File: config.mk
export PLATFORM = sky130hd
export DESIGN_NAME = hrck_lane
export DESIGN_NICKNAME = d
export VERILOG_FILES = /design/src/sv/hrck_pkg.sv /design/src/sv/hrck_lane.sv
export SDC_FILE = /design/constraint.sdc
export NUM_CORES = 1
export LEC_CHECK = 0
export BUFFER_PORTS_ARGS = -buffer_cell sky130_fd_sc_hd__clkbuf_2
export CORE_MARGIN = 2
export CORE_UTILIZATION = 24
export DETAILED_ROUTE_END_ITERATION = 12
export GPL_ROUTABILITY_DRIVEN = 0
export SLEW_MARGIN = 20
export SYNTH_ARGS = -nofsm -noshare
export SYNTH_HDL_FRONTEND = slang
export SYNTH_SLANG_ARGS = --single-unit
File: constraint.sdc
create_clock -name vclk -period 3.5
set_input_delay 0.525 -clock vclk [all_inputs]
set_output_delay 0.525 -clock vclk [all_outputs]
set_load 0.1 [all_outputs]
File: src/sv/hrck_pkg.sv
// types, constants and key lookup tables shared by the hid report to console keys block
// depends on nothing
`default_nettype none
package hrck_pkg;

  localparam int KEY_SLOTS  = 6;
  localparam int LANES      = 2 * KEY_SLOTS;
  localparam int LANE_W     = $clog2(LANES);
  localparam int TAIL       = 4;
  localparam int NPEND      = LANES + TAIL;
  localparam int PICK_W     = $clog2(NPEND);
  localparam int MAX_EVENTS = 16;
  localparam int CNT_W      = $clog2(MAX_EVENTS);

  localparam logic [2:0] PLAT_C64   = 3'd0;
  localparam logic [2:0] PLAT_MSX   = 3'd1;
  localparam logic [2:0] PLAT_NES   = 3'd2;
  localparam logic [2:0] PLAT_ATARI = 3'd3;
  localparam logic [2:0] PLAT_SMS   = 3'd4;

  localparam logic KIND_LINE = 1'b0;
  localparam logic KIND_PAD  = 1'b1;

  localparam logic CFG_PLATFORM = 1'b0;
  localparam logic CFG_JOYSTICK = 1'b1;

  localparam logic [7:0] K_ENTER   = 8'h28;
  localparam logic [7:0] K_ESC     = 8'h29;
  localparam logic [7:0] K_BKSP    = 8'h2A;
  localparam logic [7:0] K_TAB     = 8'h2B;
  localparam logic [7:0] K_SPACE   = 8'h2C;
  localparam logic [7:0] K_X       = 8'h1B;
  localparam logic [7:0] K_Z       = 8'h1D;
  localparam logic [7:0] K_DEL     = 8'h4C;
  localparam logic [7:0] K_RIGHT   = 8'h4F;
  localparam logic [7:0] K_LEFT    = 8'h50;
  localparam logic [7:0] K_DOWN    = 8'h51;
  localparam logic [7:0] K_UP      = 8'h52;
  localparam logic [7:0] K_KPENTER = 8'h58;
  localparam logic [7:0] NOPOS     = 8'hFF;

  // positions are row * 8 + col
  localparam logic [7:0] C64_LETTERS [26] = '{
    8'd17, 8'd35, 8'd34, 8'd18, 8'd49, 8'd42, 8'd19, 8'd43,
    8'd12, 8'd20, 8'd44, 8'd21, 8'd36, 8'd60, 8'd52, 8'd13,
    8'd55, 8'd10, 8'd41, 8'd50, 8'd51, 8'd59, 8'd9,  8'd58,
    8'd11, 8'd33};
  localparam logic [7:0] C64_DIGITS [10] = '{
    8'd7, 8'd31, 8'd1, 8'd25, 8'd2, 8'd26, 8'd3, 8'd27, 8'd4, 8'd28};

  typedef struct packed {
    logic [7:0] modifier_byte;
    logic [7:0] key_slot_0;
    logic [7:0] key_slot_1;
    logic [7:0] key_slot_2;
    logic [7:0] key_slot_3;
    logic [7:0] key_slot_4;
    logic [7:0] key_slot_5;
  } in_req_t;

  typedef struct packed {
    logic       event_kind;
    logic [3:0] matrix_row;
    logic [2:0] matrix_col;
    logic       pressed;
    logic [7:0] pad_byte;
    logic       last_event;
  } out_res_t;

  // per-report values for the events after the key events
  typedef struct packed {
    logic       shift;
    logic       ctrl;
    logic       alt;
    logic [7:0] stick;
  } tail_t;

  function automatic logic is_joy_key(input logic [7:0] k);
    return k == K_UP || k == K_DOWN || k == K_LEFT || k == K_RIGHT || k == K_SPACE;
  endfunction

  function automatic logic [7:0] c64_pos(input logic [7:0] k);
    logic [7:0] p;
    p = NOPOS;
    if (k >= 8'h04 && k <= 8'h1D) begin
      p = C64_LETTERS[5'(k - 8'h04)];
    end else if (k >= 8'h1E && k <= 8'h27) begin
      p = C64_DIGITS[4'(k - 8'h1E)];
    end else begin
      case (k)
        K_ENTER, K_KPENTER: p = 8'd8;
        K_BKSP, K_DEL: p = 8'd0;
        K_SPACE: p = 8'd39;
        8'h2D: p = 8'd29;
        8'h2E: p = 8'd46;
        8'h33: p = 8'd22;
        8'h34: p = 8'd45;
        8'h35: p = 8'd15;
        8'h36: p = 8'd61;
        8'h37: p = 8'd37;
        8'h38: p = 8'd62;
        8'h2F: p = 8'd53;
        8'h30: p = 8'd14;
        8'h31: p = 8'd5;
        K_ESC: p = 8'd63;
        K_RIGHT, K_LEFT: p = 8'd16;
        K_DOWN, K_UP: p = 8'd56;
        default: p = NOPOS;
      endcase
    end
    return p;
  endfunction

  function automatic logic [7:0] msx_pos(input logic [7:0] k);
    logic [7:0] p;
    p = NOPOS;
    if (k >= 8'h04 && k <= 8'h1D) begin
      p = k + 8'd18;
    end else if (k >= 8'h1E && k <= 8'h26) begin
      p = k - 8'd29;
    end else begin
      case (k)
        8'h27: p = 8'd0;
        8'h2D: p = 8'd10;
        8'h2E: p = 8'd11;
        8'h31: p = 8'd12;
        8'h2F: p = 8'd13;
        8'h30: p = 8'd14;
        8'h33: p = 8'd15;
        8'h34: p = 8'd16;
        8'h35: p = 8'd17;
        8'h36: p = 8'd18;
        8'h37: p = 8'd19;
        8'h38: p = 8'd20;
        K_ENTER, K_KPENTER: p = 8'd63;
        K_BKSP: p = 8'd61;
        K_DEL: p = 8'd67;
        K_SPACE: p = 8'd64;
        K_ESC: p = 8'd58;
        K_TAB: p = 8'd59;
        K_LEFT: p = 8'd68;
        K_UP: p = 8'd69;
        K_DOWN: p = 8'd70;
        K_RIGHT: p = 8'd71;
        8'h3A: p = 8'd53;
        8'h3B: p = 8'd54;
        8'h3C: p = 8'd55;
        8'h3D: p = 8'd56;
        8'h3E: p = 8'd57;
        default: p = NOPOS;
      endcase
    end
    return p;
  endfunction

  function automatic logic [7:0] nes_mask(input logic [7:0] k);
    logic [7:0] m;
    case (k)
      K_UP: m = 8'h10;
      K_DOWN: m = 8'h20;
      K_LEFT: m = 8'h40;
      K_RIGHT: m = 8'h80;
      K_X: m = 8'h01;
      K_Z: m = 8'h02;
      K_TAB: m = 8'h04;
      K_ENTER: m = 8'h08;
      default: m = 8'h00;
    endcase
    return m;
  endfunction

  // {hit, switches[2:0], direction[3:0]}
  function automatic logic [7:0] atari_map(input logic [7:0] k);
    logic [7:0] m;
    case (k)
      K_UP: m = 8'h81;
      K_DOWN: m = 8'h82;
      K_LEFT: m = 8'h84;
      K_RIGHT: m = 8'h88;
      K_SPACE, K_X: m = 8'h90;
      K_TAB: m = 8'hA0;
      K_ENTER: m = 8'hC0;
      default: m = 8'h00;
    endcase
    return m;
  endfunction

endpackage
`default_nettype wire

File: src/sv/hrck_lane.sv
// one diff lane: is this slot's code absent from the other report, and does it make an event
// depends on hrck_pkg
`default_nettype none
module hrck_lane (
  input  wire logic [7:0] code,
  input  wire logic [7:0] other [hrck_pkg::KEY_SLOTS],
  input  wire logic [2:0] platform,
  input  wire logic       joystick_mode,
  output logic            hit
);

  logic found;
  logic counts;
  logic [7:0] amap;

  assign amap = hrck_pkg::atari_map(code);

  always_comb begin
    found = 1'b0;
    for (int i = 0; i < hrck_pkg::KEY_SLOTS; i++) begin
      if (other[i] == code) found = 1'b1;
    end
  end

  always_comb begin
    case (platform)
      hrck_pkg::PLAT_C64:
        counts = !(joystick_mode && hrck_pkg::is_joy_key(code)) &&
                 hrck_pkg::c64_pos(code) != hrck_pkg::NOPOS;
      hrck_pkg::PLAT_MSX:
        counts = !(joystick_mode && hrck_pkg::is_joy_key(code)) &&
                 hrck_pkg::msx_pos(code) != hrck_pkg::NOPOS;
      hrck_pkg::PLAT_NES: counts = 1'b1;
      hrck_pkg::PLAT_ATARI: counts = amap[7];
      default: counts = 1'b0;
    endcase
  end

  assign hit = code != 8'h00 && !found && counts;

endmodule
`default_nettype wire

==> metrics.csv, run 1 <==
metric,value,unit
status,"finished, final reports clean",
CP Launch Type,primary input,
cell area after synthesis,0.001465,sq mm
highest-count cells in the layout ignoring fill and taps,"clkbuf_2, xnor2_1, ha_1, nand4_1, nor2_1",
Yosys Warn Count,0,
Syn Area/Cell,7.326,sq um
register area,0,sq um
total track usage,13.11,%
Slew Limit Fails,0,
synthesis-to-finish area growth,27.75,%
width of the die,82.14,um
leakage power,0.0007752,uW
# IOs,61,
Rows,28,
VDD IR max,0.00004106,V
Post-DRT Antenna Nets,0,
fin crit share,91.28,%
Critical Path Sink Type,output port,
post-CTS setup buffer count,0,
Max Cap Viol,0,
RSZ-0062 raised after global routing,false,
die area,0.006746,sq mm
post-detail-place hpwl,3659,um
vias,1682,
largest net degree at the start of global routing,16,
DRT iter0 DRCs,134,
Seq cells,0,
crit path DAT,2.67,ns
CP required,2.97,ns
share of cells above drive strength 1,29.84,%
PortBufs,61,
Mapped Nets,276,
"most common cell after layout, fill and taps aside",clkbuf_2,
fin nets,336,
Overflow after GRT,0,
Die Height,82.14,um
final setup vio count,0,
Max-slew headroom,69.49,%
ranking of synthesized cells by area,"xnor2_1, ha_1, nand4_1",
clock period minus final worst setup slack,3.195,ns
Synth top area share,23.91,%
Yosys top cell by area,xnor2_1,
Hold Fails Final Rpt,0,
initial antenna violation count,0,
starting density of the core,24.75,%
sequential share of the synthesized area,0,%
PwrDens,119.9,mW/mm^2
worst slew pin tran,0.4577,ns
Peak Freq,313.0,MHz
clock buf count,0,
DRC viols,0,
vias in the first global route,1536,
DR WL/cell,14.04,um
core area,0.005921,sq mm
hold buffers post-CTS,0,
Hold Crit Class,primary input to output port,
post_cts resized,0,
first-pass GRT wire length,7196,um
worst hold slack,1.678,ns
Synth Instances,200,
Layout fillers,643,
Ant. Diodes,0,
via/cell ratio,5.051,
worst setup path class,primary input to output port,
Pre-Repair DR Iteration Count,4,
setup TNS,0,ns
worst-path fanout max,12,
synth unique cells,45,
drt total wl,4674,um
[final cells by class]
type	instances	area [sq um]	area share, %
inverters	10	37.54	2.005
repair buffers	71	395.4	21.12
multi-input cells	177	1345	71.86
well taps	75	93.84	5.013
[cell usage after synthesis (2+ instances only)]
library cell and number:
a211oi_1 3, a21oi_1 7, a221oi_1 2, a22oi_1 3, buf_2 6, buf_4 3
buf_6 3, ha_1 16, inv_1 9, mux2i_1 2, nand2_1 11, nand2b_1 4
nand3_1 2, nand3b_1 2, nand4_1 14, nor2_1 13, nor2b_1 4, nor3_1 6
nor4_1 3, o211ai_1 2, o21ai_0 8, o22ai_1 4, o311ai_0 2, o41ai_1 3
or3_1 2, xnor2_1 40, xor2_1 8
[power by group]
part	internal (uW)	switching [uW]	total [uW]
registers	0	0	0
logic	104	120	224
clock network	0	0	0
[critical path, cell delays in order]
cell,delay [ns]
clkbuf_2,0.14
buf_4,0.22
ha_1,0.47
a22oi_1,0.17
o22ai_1,0.26
mux2i_1,0.23
nand4_1,0.14
a211oi_4,0.29
buf_12,0.21
[final timing paths]
check,from,to,slack (ns),depth (start not counted)
max,code[0],hit,0.31,9
min,platform[2],hit,1.68,7
[cell families (layout without fill, tap and decap cells)]
| logic type | after synthesis | count (layout) | share of synthesized area [%] |
|---|---|---|---|
| AO/OA/AOI/OAI | 43 | 43 | 21.35 |
| XOR/XNOR | 48 | 48 | 28.69 |
| adder cells (fa/ha/maj) | 16 | 16 | 13.66 |
| buffers and inverters | 23 | 81 | 8.710 |
| multiplexers | 3 | 3 | 2.135 |
| AND/OR/NAND/NOR | 67 | 67 | 25.45 |
[metal layers]
metal | vias up | track usage [%] | share of wire [%]
met2 | 81 | 22.93 | 44
met4 | 0 | 0.8333 | 0.28
met5 | - | 0 | 0
met3 | 4 | 0.9783 | 8.5
li1 | 834 | - | -
met1 | 763 | 18.34 | 47
[metrics by stage]
stage	instance area (sq um)	total power, uW	cells	util, %	setup WS (ns)
after global routing	1872	244.1	333	31.61	0.1167
after CTS	1872	223.7	333	31.61	0.3474
final	1872	224.4	333	31.61	0.3051
after detailed placement	1872	222.4	333	31.61	0.3354
after floorplan	1473	146.7	200	-	0.09490
after global placement	1872	222.5	333	31.61	0.3484
Power figures use the tool's default switching activity.
==> inputs of run 2 (changes only) <==
Settings changed: BUFFER_PORTS_ARGS -buffer_cell sky130_fd_sc_hd__clkbuf_2 to unset, CORE_ASPECT_RATIO set to 0.6, DONT_BUFFER_PORTS set to 1.
==> run 2 against run 1 <==
Against the previous run:
- sequential cell count unchanged
- highest routed layer is now met3
- wire length up 1.9%
- die area up 0.30%
- fmax up 4.1%
- largest power group unchanged
- worst setup slack better by 0.13 ns
- design area down 20%
- non-clock buffer count down 69
- critical endpoint unchanged
- combinational power down 33%
- utilization down 5.5 points
- critical path depth unchanged
==> metrics.csv, run 2 (same netlist as run 1, synthesis figures left out) <==
metric,value,unit,change
crit path DAT,2.54,ns,-0.13 ns
drt total wl,4761,um,+1.9%
highest-count cells in the layout ignoring fill and taps,"xnor2_1, ha_1, nand4_1, nor2_1, nand2_1",,
via/cell ratio,5.543,,+9.7%
DRC viols,0,,unchanged
PwrDens,100.0,mW/mm^2,-17%
DRT iter0 DRCs,157,,+17%
# IOs,61,,unchanged
Peak Freq,325.8,MHz,+4.1%
worst setup path class,primary input to output port,,
Critical Path Sink Type,output port,,
Hold Crit Class,primary input to output port,,
clock period minus final worst setup slack,3.070,ns,-0.1252 ns
total track usage,13.26,%,+0.15 points
vias in the first global route,1344,,-13%
width of the die,104.9,um,+28%
Hold Startpoint,code[7],,
PortBufs,0,,-100%
Int Pwr,73.68,uW,-29%
"Core Util, Final",26.15,%,-5.5 points
WHS Endpoint,hit,,
starting density of the core,25.58,%,+0.83 points
synthesis-to-finish area growth,2.221,%,
Rows,21,,-25%
switching pwr,76.10,uW,-37%
worst hold slack,1.504,ns,-0.1740 ns
setup TNS,0,ns,unchanged
core area,0.005728,sq mm,-3.3%
hold-critical path depth,4,,-3
Max-slew headroom,61.40,%,-8.1 points
post-detail-place hpwl,3723,um,+1.8%
Die Height,64.52,um,-21%
fin crit share,87.71,%,-3.6 points
clock buf count,0,,unchanged
CP Launch Type,primary input,,
"most common cell after layout, fill and taps aside",xnor2_1,,
Hold Fails Final Rpt,0,,unchanged
initial antenna violation count,0,,unchanged
DR WL/cell,17.70,um,+26%
pre-CTS worst setup slack,0.4670,ns,+0.1316 ns
first-pass GRT wire length,7327,um,+1.8%
register area,0,sq um,unchanged
most numerous cell on the critical path,nand4_1,,
RSZ-0062 raised after global routing,false,,
leakage power,0.0004789,uW,-38%
Slew Limit Fails,0,,unchanged
VDD IR max,0.00003687,V,-10%
Max Cap Viol,0,,unchanged
crit-path max cell delay,0.36,ns,-0.11 ns
largest net degree at the start of global routing,28,,+12
Clk pwr share,0,%,unchanged
final setup vio count,0,,unchanged
critical-path cell list,inv_1 -> ha_1 -> or3_1 -> nand4_1 -> o22ai_1 -> mux2i_1 -> nand4_1 -> a211oi_4 -> buf_4,,
CP required,2.97,ns,about the same
Pre-Repair DR Iteration Count,6,,+2
Overflow after GRT,0,,unchanged
share of cells above drive strength 1,4.233,%,-26 points
hold buffers post-CTS,0,,unchanged
sw frac,50.81,%,-2.9 points
Seq pwr share,0,%,unchanged
die area,0.006766,sq mm,+0.30%
part of the power in combinational logic,100.0,%,about the same
Post-DRT Antenna Nets,0,,unchanged
post-CTS setup buffer count,0,,unchanged
setup ws final,0.4303,ns,+0.1252 ns
worst-path fanout max,14,,+2
"slowest stage cell, crit path",ha_1,,
Seq cells,0,,unchanged
worst slew pin tran,0.5755,ns,+0.1178 ns
post_cts resized,0,,unchanged
Ant. Diodes,0,,unchanged
vias,1491,,-11%
fin nets,267,,-21%
status,"finished, final reports clean",,
-- run 2: cell types whose count changed in the layout (fill, tap and decap cells not counted), sizes merged --
cell    before  now
clkbuf      60    0
buf         11    2
-- run 2: layer usage --
metal | GRT usage (%) | wire [um]
met2 | 17.86 | 1857
met3 | 5.332 | 674
met1 | 20.19 | 2229
met4 | 0.3333 | 0
met5 | 0 | 0
-- run 2: power by group through the flow --
stage / Clock (uW) / Combinational, uW / Sequential (uW)
3_3_place_gp: 0 / 147 / 0
6_report: 0 / 150 / 0
4_1_cts: 0 / 147 / 0
5_1_grt: 0 / 164 / 0
3_5_place_dp: 0 / 146 / 0
2_1_floorplan: 0 / 147 / 0
-- run 2: critical path, delay by kind of cell --
kind | cells | cell delay (ns)
adder cells (fa/ha/maj) | 1 | 0.36
buffers and inverters | 2 | 0.47
AND/OR/NAND/NOR | 3 | 0.44
AO/OA/AOI/OAI | 2 | 0.51
multiplexers | 1 | 0.24
-- run 2: worst max-delay path by stage --
| stage | startpoint | to | slack (ns) | cells past startpoint |
|---|---|---|---|---|
| after floorplan | code[1] | hit | 0.09 | 9 |
| after CTS | code[1] | hit | 0.46 | 9 |
| after global placement | code[1] | hit | 0.53 | 9 |
| final | code[1] | hit | 0.43 | 9 |
| after detailed placement | code[1] | hit | 0.47 | 9 |
| after global routing | code[1] | hit | 0.25 | 9 |
-- run 2: through the flow --
stage | total power, uW | cells | area (sq um)
2_1_floorplan | 146.7 | 200 | 1473
3_3_place_gp | 146.8 | 269 | 1498
3_5_place_dp | 146.3 | 269 | 1498
4_1_cts | 147.1 | 269 | 1498
5_1_grt | 164.5 | 269 | 1498
6_report | 149.8 | 269 | 1498
-- run 2: final cells by class --
cell class	count	area, sq um
fill	652	4230
multi-input combinational	177	1345
tap	80	100.1
inverter	10	37.54
timing repair buffer	2	15.01
