[src/sv/hrck_pkg.sv]
// types, constants and key lookup tables shared by the hid report to console keys block
// depends on nothing
`default_nettype none
package hrck_pkg;

  localparam int KEY_SLOTS  = 6;
  localparam int LANES      = 2 * KEY_SLOTS;
  localparam int LANE_W     = $clog2(LANES);
  localparam int TAIL       = 4;
  localparam int NPEND      = LANES + TAIL;
  localparam int PICK_W     = $clog2(NPEND);
  localparam int MAX_EVENTS = 16;
  localparam int CNT_W      = $clog2(MAX_EVENTS);

  localparam logic [2:0] PLAT_C64   = 3'd0;
  localparam logic [2:0] PLAT_MSX   = 3'd1;
  localparam logic [2:0] PLAT_NES   = 3'd2;
  localparam logic [2:0] PLAT_ATARI = 3'd3;
  localparam logic [2:0] PLAT_SMS   = 3'd4;

  localparam logic KIND_LINE = 1'b0;
  localparam logic KIND_PAD  = 1'b1;

  localparam logic CFG_PLATFORM = 1'b0;
  localparam logic CFG_JOYSTICK = 1'b1;

  localparam logic [7:0] K_ENTER   = 8'h28;
  localparam logic [7:0] K_ESC     = 8'h29;
  localparam logic [7:0] K_BKSP    = 8'h2A;
  localparam logic [7:0] K_TAB     = 8'h2B;
  localparam logic [7:0] K_SPACE   = 8'h2C;
  localparam logic [7:0] K_X       = 8'h1B;
  localparam logic [7:0] K_Z       = 8'h1D;
  localparam logic [7:0] K_DEL     = 8'h4C;
  localparam logic [7:0] K_RIGHT   = 8'h4F;
  localparam logic [7:0] K_LEFT    = 8'h50;
  localparam logic [7:0] K_DOWN    = 8'h51;
  localparam logic [7:0] K_UP      = 8'h52;
  localparam logic [7:0] K_KPENTER = 8'h58;
  localparam logic [7:0] NOPOS     = 8'hFF;

  // positions are row * 8 + col
  localparam logic [7:0] C64_LETTERS [26] = '{
    8'd17, 8'd35, 8'd34, 8'd18, 8'd49, 8'd42, 8'd19, 8'd43,
    8'd12, 8'd20, 8'd44, 8'd21, 8'd36, 8'd60, 8'd52, 8'd13,
    8'd55, 8'd10, 8'd41, 8'd50, 8'd51, 8'd59, 8'd9,  8'd58,
    8'd11, 8'd33};
  localparam logic [7:0] C64_DIGITS [10] = '{
    8'd7, 8'd31, 8'd1, 8'd25, 8'd2, 8'd26, 8'd3, 8'd27, 8'd4, 8'd28};

  typedef struct packed {
    logic [7:0] modifier_byte;
    logic [7:0] key_slot_0;
    logic [7:0] key_slot_1;
    logic [7:0] key_slot_2;
    logic [7:0] key_slot_3;
    logic [7:0] key_slot_4;
    logic [7:0] key_slot_5;
  } in_req_t;

  typedef struct packed {
    logic       event_kind;
    logic [3:0] matrix_row;
    logic [2:0] matrix_col;
    logic       pressed;
    logic [7:0] pad_byte;
    logic       last_event;
  } out_res_t;

  // per-report values for the events after the key events
  typedef struct packed {
    logic       shift;
    logic       ctrl;
    logic       alt;
    logic [7:0] stick;
  } tail_t;

  function automatic logic is_joy_key(input logic [7:0] k);
    return k == K_UP || k == K_DOWN || k == K_LEFT || k == K_RIGHT || k == K_SPACE;
  endfunction

  function automatic logic [7:0] c64_pos(input logic [7:0] k);
    logic [7:0] p;
    p = NOPOS;
    if (k >= 8'h04 && k <= 8'h1D) begin
      p = C64_LETTERS[5'(k - 8'h04)];
    end else if (k >= 8'h1E && k <= 8'h27) begin
      p = C64_DIGITS[4'(k - 8'h1E)];
    end else begin
      case (k)
        K_ENTER, K_KPENTER: p = 8'd8;
        K_BKSP, K_DEL: p = 8'd0;
        K_SPACE: p = 8'd39;
        8'h2D: p = 8'd29;
        8'h2E: p = 8'd46;
        8'h33: p = 8'd22;
        8'h34: p = 8'd45;
        8'h35: p = 8'd15;
        8'h36: p = 8'd61;
        8'h37: p = 8'd37;
        8'h38: p = 8'd62;
        8'h2F: p = 8'd53;
        8'h30: p = 8'd14;
        8'h31: p = 8'd5;
        K_ESC: p = 8'd63;
        K_RIGHT, K_LEFT: p = 8'd16;
        K_DOWN, K_UP: p = 8'd56;
        default: p = NOPOS;
      endcase
    end
    return p;
  endfunction

  function automatic logic [7:0] msx_pos(input logic [7:0] k);
    logic [7:0] p;
    p = NOPOS;
    if (k >= 8'h04 && k <= 8'h1D) begin
      p = k + 8'd18;
    end else if (k >= 8'h1E && k <= 8'h26) begin
      p = k - 8'd29;
    end else begin
      case (k)
        8'h27: p = 8'd0;
        8'h2D: p = 8'd10;
        8'h2E: p = 8'd11;
        8'h31: p = 8'd12;
        8'h2F: p = 8'd13;
        8'h30: p = 8'd14;
        8'h33: p = 8'd15;
        8'h34: p = 8'd16;
        8'h35: p = 8'd17;
        8'h36: p = 8'd18;
        8'h37: p = 8'd19;
        8'h38: p = 8'd20;
        K_ENTER, K_KPENTER: p = 8'd63;
        K_BKSP: p = 8'd61;
        K_DEL: p = 8'd67;
        K_SPACE: p = 8'd64;
        K_ESC: p = 8'd58;
        K_TAB: p = 8'd59;
        K_LEFT: p = 8'd68;
        K_UP: p = 8'd69;
        K_DOWN: p = 8'd70;
        K_RIGHT: p = 8'd71;
        8'h3A: p = 8'd53;
        8'h3B: p = 8'd54;
        8'h3C: p = 8'd55;
        8'h3D: p = 8'd56;
        8'h3E: p = 8'd57;
        default: p = NOPOS;
      endcase
    end
    return p;
  endfunction

  function automatic logic [7:0] nes_mask(input logic [7:0] k);
    logic [7:0] m;
    case (k)
      K_UP: m = 8'h10;
      K_DOWN: m = 8'h20;
      K_LEFT: m = 8'h40;
      K_RIGHT: m = 8'h80;
      K_X: m = 8'h01;
      K_Z: m = 8'h02;
      K_TAB: m = 8'h04;
      K_ENTER: m = 8'h08;
      default: m = 8'h00;
    endcase
    return m;
  endfunction

  // {hit, switches[2:0], direction[3:0]}
  function automatic logic [7:0] atari_map(input logic [7:0] k);
    logic [7:0] m;
    case (k)
      K_UP: m = 8'h81;
      K_DOWN: m = 8'h82;
      K_LEFT: m = 8'h84;
      K_RIGHT: m = 8'h88;
      K_SPACE, K_X: m = 8'h90;
      K_TAB: m = 8'hA0;
      K_ENTER: m = 8'hC0;
      default: m = 8'h00;
    endcase
    return m;
  endfunction

endpackage
`default_nettype wire

[src/sv/hrck_merge.sv]
// merging stage: walks the pending event mask one event per cycle, unless out_ready stalls it, into an output register
// depends on hrck_pkg; holds the nes and atari button state
`default_nettype none
module hrck_merge (
  input  wire logic                      clk,
  input  wire logic                      rst,
  input  wire logic                      load,
  input  wire logic [hrck_pkg::NPEND-1:0] load_mask,
  input  wire logic [7:0]                load_codes [hrck_pkg::LANES],
  input  wire hrck_pkg::tail_t           load_tail,
  input  wire logic [2:0]                platform,
  output logic                           free,
  output logic                           out_valid,
  input  wire logic                      out_ready,
  output hrck_pkg::out_res_t             out_res
);

  logic [hrck_pkg::NPEND-1:0]  pend;
  logic [hrck_pkg::CNT_W-1:0]  count;
  logic [7:0]                  codes [hrck_pkg::LANES];
  hrck_pkg::tail_t             tail;
  logic [7:0]                  nes_buttons;
  logic [3:0]                  atari_direction;
  logic [2:0]                  atari_switches;

  logic [hrck_pkg::PICK_W-1:0] pick;
  logic [hrck_pkg::NPEND-1:0]  rest;
  logic                        emit;
  logic                        last;
  logic [7:0]                  code;
  logic                        down;
  logic [7:0]                  pos;
  logic [7:0]                  amap;
  logic [7:0]                  nes_next;
  logic [3:0]                  dir_next;
  logic [2:0]                  sw_next;
  logic [1:0]                  tidx;
  hrck_pkg::out_res_t          res;

  always_comb begin
    pick = '0;
    for (int i = hrck_pkg::NPEND - 1; i >= 0; i--) begin
      if (pend[i]) pick = hrck_pkg::PICK_W'(i);
    end
  end

  assign rest = pend & ~(hrck_pkg::NPEND'(1) << pick);
  assign emit = (|pend) && (!out_valid || out_ready);
  assign last = rest == '0 || count == hrck_pkg::CNT_W'(hrck_pkg::MAX_EVENTS - 1);
  assign free = !(|pend) || (emit && last);

  assign code = codes[pick[hrck_pkg::LANE_W-1:0]];
  assign down = pick < hrck_pkg::PICK_W'(hrck_pkg::KEY_SLOTS);
  assign pos  = (platform == hrck_pkg::PLAT_C64) ? hrck_pkg::c64_pos(code)
                                                 : hrck_pkg::msx_pos(code);
  assign amap = hrck_pkg::atari_map(code);
  assign nes_next = down ? (nes_buttons | hrck_pkg::nes_mask(code))
                         : (nes_buttons & ~hrck_pkg::nes_mask(code));
  assign dir_next = down ? (atari_direction | amap[3:0]) : (atari_direction & ~amap[3:0]);
  assign sw_next  = down ? (atari_switches | amap[6:4]) : (atari_switches & ~amap[6:4]);
  assign tidx = 2'(pick - hrck_pkg::PICK_W'(hrck_pkg::LANES));

  always_comb begin
    res = '0;
    res.last_event = last;
    if (pick < hrck_pkg::PICK_W'(hrck_pkg::LANES)) begin
      case (platform)
        hrck_pkg::PLAT_C64, hrck_pkg::PLAT_MSX: begin
          res.event_kind = hrck_pkg::KIND_LINE;
          res.matrix_row = pos[6:3];
          res.matrix_col = pos[2:0];
          res.pressed    = down;
        end
        hrck_pkg::PLAT_NES: begin
          res.event_kind = hrck_pkg::KIND_PAD;
          res.pad_byte   = nes_next;
        end
        default: begin
          res.event_kind = hrck_pkg::KIND_PAD;
          res.pad_byte   = {1'b0, sw_next, dir_next};
        end
      endcase
    end else begin
      case (tidx)
        2'd0: begin
          res.matrix_row = (platform == hrck_pkg::PLAT_C64) ? 4'd7 : 4'd6;
          res.matrix_col = (platform == hrck_pkg::PLAT_C64) ? 3'd1 : 3'd0;
          res.pressed    = tail.shift;
        end
        2'd1: begin
          res.matrix_row = (platform == hrck_pkg::PLAT_C64) ? 4'd2 : 4'd6;
          res.matrix_col = (platform == hrck_pkg::PLAT_C64) ? 3'd7 : 3'd1;
          res.pressed    = tail.ctrl;
        end
        2'd2: begin
          res.matrix_row = (platform == hrck_pkg::PLAT_C64) ? 4'd5 : 4'd6;
          res.matrix_col = (platform == hrck_pkg::PLAT_C64) ? 3'd7 : 3'd2;
          res.pressed    = tail.alt;
        end
        default: begin
          res.event_kind = hrck_pkg::KIND_PAD;
          res.pad_byte   = tail.stick;
        end
      endcase
    end
  end

  always_ff @(posedge clk) begin
    if (rst) begin
      pend            <= '0;
      count           <= '0;
      out_valid       <= 1'b0;
      nes_buttons     <= '0;
      atari_direction <= '0;
      atari_switches  <= '0;
    end else begin
      if (emit) begin
        out_valid <= 1'b1;
        out_res   <= res;
        if (pick < hrck_pkg::PICK_W'(hrck_pkg::LANES)) begin
          if (platform == hrck_pkg::PLAT_NES) nes_buttons <= nes_next;
          if (platform == hrck_pkg::PLAT_ATARI) begin
            atari_direction <= dir_next;
            atari_switches  <= sw_next;
          end
        end
      end else if (out_ready) begin
        out_valid <= 1'b0;
      end
      if (load) begin
        pend  <= load_mask;
        count <= '0;
        codes <= load_codes;
        tail  <= load_tail;
      end else if (emit) begin
        count <= count + 1'b1;
        pend  <= last ? '0 : rest;
      end
    end
  end

endmodule
`default_nettype wire

[config.mk]
export PLATFORM = sky130hd
export DESIGN_NAME = hrck_merge
export DESIGN_NICKNAME = d
export VERILOG_FILES = /design/src/sv/hrck_pkg.sv /design/src/sv/hrck_merge.sv
export SDC_FILE = /design/constraint.sdc
export NUM_CORES = 1
export LEC_CHECK = 0
export BUFFER_PORTS_ARGS = -buffer_cell sky130_fd_sc_hd__buf_2
export CAP_MARGIN = 20
export CELL_PAD_IN_SITES_DETAIL_PLACEMENT = 0
export CELL_PAD_IN_SITES_GLOBAL_PLACEMENT = 1
export CORE_MARGIN = 5
export CORE_UTILIZATION = 44
export CTS_CLUSTER_SIZE = 8
export DETAILED_ROUTE_END_ITERATION = 8
export GPL_ROUTABILITY_DRIVEN = 0
export PLACE_DENSITY_LB_ADDON = 0.1
export SYNTH_ARGS = -nofsm -noshare
export SYNTH_HDL_FRONTEND = slang
export SYNTH_SLANG_ARGS = --single-unit
[constraint.sdc]
create_clock -name clk -period 6.8 [get_ports clk]
set_input_delay 0.34 -clock clk [delete_from_list [all_inputs] [get_ports clk]]
set_output_delay 0.34 -clock clk [all_outputs]
set_load 0.005 [all_outputs]
==> impl_metrics.py, run 1 <==
metrics = {
    "synth": {
        "postSynth.asyncResetShare_pct": 0,
        "ys.flop_type": "edfxtp_1",
        "synth_fp_nets": 1062,
        "ys_ff_latch": 161,
        "ys_types": 91,
        "avgSynthCellArea_um2": 10.03,
        "yosysTopAreaCellShare_pct": 41.03,
        "synthCells": 912,
        "synth_edf_count": 125,
        "ys_warn_count": 0,
        "yosysSeqAreaShare_pct": 48.91,
        "yosysTopAreaCell": "edfxtp_1",
        "syn_area_mm2": 0.009149,
        "synth_area_leaders": "edfxtp_1 (41%), dfxtp_1 (7.9%), nand2_1 (3.7%)",
    },
    "worst_hold_path": {
        "hold_path.class": "in2reg",
        "min_path_cells": 1,
    },
    "setup_path": {
        "slowest_stage": "dfxtp_1",
        "worstSetupEndpointType": "flop",
        "critPathArrivalTime_ns": 6.04,
        "cp_cell_sequence": "nor2_1 > a211oi_2 > nor2_2 > nand2_1 > mux2i_1 > o22ai_1 > and4b_1 > clkinv_1 > ha_1 > or2_2 > o21ai_0 > nand2_1 > o311ai_1 > nor3b_2 > nor3b_2 > a211oi_1 > a2bb2oi_1",
        "critPathRequiredTime_ns": 7.06,
        "startpoint_type": "flop",
        "max_stage_delay_ns": 0.54,
        "critical_path.max_fanout": 14,
        "crit_type": "reg2reg",
        "r2r_cells": 17,
    },
    "timing": {
        "slew_headroom_pct": 34.63,
        "fmaxAchievable_mhz": 173.1,
        "fin_tns_setup_ns": 0,
        "fin_crit_ns": 5.778,
        "slew_viol_final": 0,
        "finalSetupViolations": 0,
        "finalHoldViolations": 0,
        "tightest_slew_ns": 0.9731,
        "rsz0062_at_grt": "false",
        "fin_skew_ns": 0.01823,
        "post-route-period-util_pct": 84.97,
    },
    "die": {
        "die_y_um": 154.2,
        "die_w_um": 154.2,
        "pin_count": 150,
        "start_util_pct": 44.93,
        "num_rows": 52,
        "die-area_mm2": 0.02378,
        "core_mm2": 0.02036,
    },
    "global_routing": {
        "antenna_found_initial": 0,
        "grt_max_degree": 54,
        "grt_usage_pct": 23.61,
        "grt_pass1_wl_um": 44440,
        "grt_pass1_vias": 7859,
        "grt-ovfl-total": 0,
    },
    "finish": {
        "drive_above_1_share_pct": 23.30,
        "nets": 1184,
        "final_util_pct": 52.47,
        "diodes": 0,
        "mostFrequentLayoutCell": "buf_2",
        "final_cell_mix": "buf_2 (149), edfxtp_1 (125), nand2_1 (89)",
        "areaGrowthSynthToFinish_pct": 16.79,
    },
    "place": {
        "io_buffers": 149,
        "hpwlAfterDp_um": 21100,
    },
    "cts": {
        "cts_buffers": 17,
        "cts_resized": 0,
        "clock-sinks": 161,
        "htree_levels": 4,
        "holdBufCountCts": 0,
        "tritoncts": "built",
        "clock-root-buffer": "clkbuf_16",
        "clkTransAtPathRegs_ns": 0.07,
        "clk_path_buf_depth": 2,
        "postCtsSetupBuffers": 0,
        "clock_latency_ns": 0.43,
    },
    "pwr": {
        "p_leak_uw": 0.003966,
        "ir_worst_vdd_mv": 0.2391,
        "powerDensity_mw_per_mm2": 322.7,
        "power_uw": 3448,
    },
    "run": {
        "maxCapViolCount": 0,
    },
    "routing": {
        "drc": 0,
        "wirelength_um": 28710,
        "dr.pass1.iters": 5,
        "drt_iter0_markers": 781,
        "drtAntennaViolNets": 0,
        "vias": 7924,
        "via_per_inst": 6.017,
        "routedWlPerCell_um": 21.80,
    },
    "status": {
        "run_status": "completed",
    },
}
synthesized netlist by cell type, drive strengths merged (6+ instances only):
master   count
a211oi      14
a21boi       9
a21o         6
a21oi       50
a22oi        6
a311oi       6
a31oi       14
a32oi        6
and2         8
and3        14
buf         29
clkbuf      35
dfxtp       36
edfxtp     125
ha          20
inv         18
mux2        12
mux2i       31
nand2       90
nand3       29
nand3b      13
nand4       15
nor2        81
nor2b        8
nor3        37
nor4         7
o211ai      10
o21ai       72
o2bb2ai      6
o31ai        8
or3          9
xnor2        7
worst paths after layout:
kind | from | to | slack [ns]
worst max-delay path | pend[2] | out_res[14] | 1.02
worst min-delay path | load_tail[10] | tail[10] | 0.08
worst max register to register | pend[2] | out_res[14] | 1.02
worst min register to register | nes_buttons[7] | nes_buttons[7] | 0.46
metal layers:
metal / GRT usage [%] / vias up / wire length, um
met5: 0 / - / 0
met4: 8.032 / 0 / 702
met1: 32.68 / 3779 / 12570
met3: 3.772 / 50 / 1832
met2: 37.94 / 372 / 13600
li1: - / 3723 / -
flip-flops by register name (all words and copies together) (netlist names):
name,cells
count,4
atari_switches,3
codes,96
atari_direction,4
out_res,18
pend,16
nes_buttons,8
tail,11
out_valid,1
metrics by stage:
stage / cell area, um^2 / worst slack (ns) / hold WS (ns) / instances
2_1_floorplan: 9149 / 0.8925 / 0.4329 / 912
3_3_place_gp: 10090 / 1.146 / 0.4401 / 1285
3_5_place_dp: 10090 / 1.151 / 0.4528 / 1285
4_1_cts: 10690 / 1.113 / 0.06917 / 1317
5_1_grt: 10690 / 0.6534 / 0.06354 / 1317
6_report: 10690 / 1.022 / 0.07562 / 1317
worst max-delay path: cells and delay by family (launching register included):
kind	cells	cell delay [ns]
mux	1	0.24
compound gates	6	1.61
flops	1	0.54
buf+inv	1	0.40
fa+ha+maj	1	0.52
simple gates	8	2.28
logic make-up (layout without fill, tap and decap cells):
group,count (synthesis),count (layout),synth area share (%)
and+or+nand+nor,334,334,18.74
AOI/OAI and AO/OA,261,261,19.52
DFF,161,161,48.91
buffers and inverters,83,218,4.130
muxes,44,44,5.115
adders and majority gates,20,20,2.735
xor gates and xnor gates,9,9,0.8616
area by class of cell:
| cell class | instances | area, um^2 |
|---|---|---|
| fillers | 1880 | 9679 |
| well taps | 270 | 337.8 |
| flip-flops and latches | 161 | 4474 |
| clock inverters | 13 | 136.4 |
| multi-input cells | 668 | 4330 |
| inverters | 19 | 71.32 |
| repair buffers | 167 | 880.8 |
| clock buffers | 19 | 454.2 |
power breakdown:
group | switching, uW | internal (uW) | leakage (uW) | total (uW)
Combinational | 866 | 439 | 0.00220 | 1300
Clock | 437 | 541 | 0.000291 | 979
Sequential | 31.0 | 1130 | 0.00148 | 1160
Total | 1330 | 2110 | 0.00397 | 3450
Note: power is estimated with default switching activity, not from simulation.
==> inputs of run 2 (changes only) <==
==> constraint.sdc (replaced) <==
create_clock -name clk -period 5.5 [get_ports clk]
set_input_delay 0.275 -clock clk [delete_from_list [all_inputs] [get_ports clk]]
set_output_delay 0.275 -clock clk [all_outputs]
set_load 0.005 [all_outputs]
==> impl_metrics.py, run 2 (synthesized netlist as in run 1, its figures left out) <==
metrics = {
    "timing": {
        "finalHoldViolations": 0,
        "fin_skew_ns": 0.01846,
        "slew_headroom_pct": 22.46,
        "fin_tns_setup_ns": 0,
        "fin_crit_ns": 5.067,
        "finalSetupViolations": 0,
        "post-route-period-util_pct": 92.12,
        "fmaxAchievable_mhz": 197.4,
        "slew_viol_final": 0,
        "rsz0062_at_grt": "false",
        "tightest_slew_ns": 1.154,
    },
    "status": {
        "run_status": "completed",
    },
    "pwr": {
        "p_comb_share_pct": 38.9,
        "p_leak_uw": 0.004323,
        "clkPwrFrac_pct": 28.6,
        "switching_power_uw": 1762,
        "p_int_uw": 2658,
        "ir_worst_vdd_mv": 0.2175,
        "swShare_pct": 39.86,
        "power_uw": 4420,
        "powerDensity_mw_per_mm2": 385.6,
        "p_seq_share_pct": 32.5,
    },
    "global_routing": {
        "grtUsageMet1_pct": 32.78,
        "grt_busiest_layer": "met2",
        "grt_max_degree": 97,
        "antenna_found_initial": 0,
        "grt-ovfl-total": 0,
        "grt_use_met2_pct": 40.39,
        "grt_usage_pct": 24.58,
        "grt_pass1_vias": 8019,
        "grt_pass1_wl_um": 45680,
        "grtUsageMet3_pct": 4.778,
    },
    "finish": {
        "instances_no_fill": 1395,
        "mostFrequentLayoutCell": "buf_2",
        "seqCellArea_mm2": 0.004474,
        "nets": 1262,
        "diodes": 0,
        "top_regs": "codes: 96 flops, out_res: 18 flops, pend: 16 flops",
        "multi_input_area_mm2": 0.004320,
        "largest_register_ffs": 96,
        "drive_above_1_share_pct": 24.09,
        "fillCellCount": 1766,
        "final_util_pct": 56.28,
        "regMostFlops": "codes",
        "areaGrowthSynthToFinish_pct": 25.27,
        "final_cell_mix": "buf_2 (149), edfxtp_1 (125), nand2_1 (89)",
    },
    "die": {
        "pin_count": 150,
        "start_util_pct": 44.93,
        "die-area_mm2": 0.02378,
        "num_rows": 52,
        "die_w_um": 154.2,
        "die_y_um": 154.2,
        "core_mm2": 0.02036,
    },
    "routing": {
        "drc": 0,
        "routedWlPerCell_um": 21.15,
        "drt_iter0_markers": 835,
        "via_per_inst": 5.895,
        "dr.pass1.iters": 5,
        "wirelength_um": 29510,
        "drtAntennaViolNets": 0,
        "vias": 8224,
    },
    "setup_path": {
        "reg2reg_slack_ns": 0.43,
        "startpoint_type": "flop",
        "max_stage_delay_ns": 0.47,
        "r2r_cells": 18,
        "critical_path.max_fanout": 16,
        "path_common_cell": "buf_4",
        "cp.depth": 18,
        "slowest_stage": "dfxtp_1",
        "cp_cell_sequence": "nand2b_1 > nor2b_1 > o21a_1 > nand2_1 > buf_4 > mux2_2 > a211oi_1 > nor3_2 > buf_4 > ha_1 > buf_4 > nand2_1 > nand3_1 > o311ai_1 > nor3b_2 > nor3b_2 > a211oi_1 > a2bb2oi_1",
        "critPathRequiredTime_ns": 5.77,
        "critPathArrivalTime_ns": 5.34,
        "path_delay_family": "simple AND/OR/NAND/NOR gates",
        "cp_num_buf_inv": 3,
        "worstSetupEndpointType": "flop",
        "crit_type": "reg2reg",
    },
    "worst_hold_path": {
        "hold_path.class": "in2reg",
        "min_path_cells": 1,
    },
    "cts": {
        "postCtsSetupBuffers": 0,
        "cts_buffers": 17,
        "clkTransAtPathRegs_ns": 0.08,
        "clock-root-buffer": "clkbuf_16",
        "htree_levels": 4,
        "clk_path_buf_depth": 2,
        "tritoncts": "built",
        "clock_latency_ns": 0.45,
        "clock-sinks": 161,
    },
    "run": {
        "maxCapViolCount": 0,
    },
    "place": {
        "dpl.cell_count": 1309,
        "io_buffers": 149,
        "hpwlAfterDp_um": 20920,
    },
}
run 2: cell count changes in the layout (fill, tap and decap cells not counted), sizes merged:
cell	before	now
buf	167	191
clkbuf	19	17
inv	28	26
clkinv	2	7
dlygate4sd3	0	54
bufinv	1	0
run 2: worst reg2reg max path, stage by stage, from the launching register on:
cell	delay, ns
dfxtp_1	0.47
nand2b_1	0.20
nor2b_1	0.29
o21a_1	0.19
nand2_1	0.32
buf_4	0.31
mux2_2	0.27
a211oi_1	0.35
nor3_2	0.11
buf_4	0.22
ha_1	0.44
buf_4	0.27
nand2_1	0.08
nand3_1	0.12
o311ai_1	0.32
nor3b_2	0.35
nor3b_2	0.12
a211oi_1	0.24
a2bb2oi_1	0.22
run 2: final cells by class:
cell class	instances	share of cell area, %
sequential	161	39.04
multi-input combinational	668	37.70
timing repair buffer	245	14.08
clock buffer	17	3.712
tap	270	2.948
clock inverter	15	1.867
inverter	19	0.6550
run 2: power groups by stage:
stage	Combinational (uW)	Sequential (uW)	Clock, uW
final	1720	1440	1260
after CTS	1680	1440	1280
after global placement	1670	1460	0
after floorplan	1120	1450	0
after detailed placement	1640	1460	0
after global routing	1850	1450	1340
run 2: through the flow:
stage	worst slack [ns]	hold slack (ns)	cell area, um^2
final	0.4334	0.008158	11460
after global placement	0.4682	0.4390	10280
after CTS	0.2741	0.0000001388	11440
after floorplan	1.007	0.3739	9151
after global routing	0.03230	0.00005290	11460
after detailed placement	0.2846	0.4473	10280
run 2: routing by layer:
| metal | up-vias | routed length [um] |
|---|---|---|
| met5 | - | 0 |
| met4 | 0 | 842 |
| met3 | 51 | 1933 |
| met2 | 367 | 14230 |
| met1 | 3934 | 12500 |
| li1 | 3872 | - |
run 2: repair_timing:
| action | CTS | global route |
|---|---|---|
| endpoints found under the setup margin | 0 | 6 |
| hold buffers | 52 | 2 |
| hold endpoints to repair | 52 | 2 |
| gates resized for setup | 0 | 2 |
run 2: final timing paths:
kind                   from              to
max                 pend[5]     out_res[14]
min          load_codes[64]       codes[64]
max reg2reg         pend[5]     out_res[14]
min reg2reg  nes_buttons[1]  nes_buttons[1]
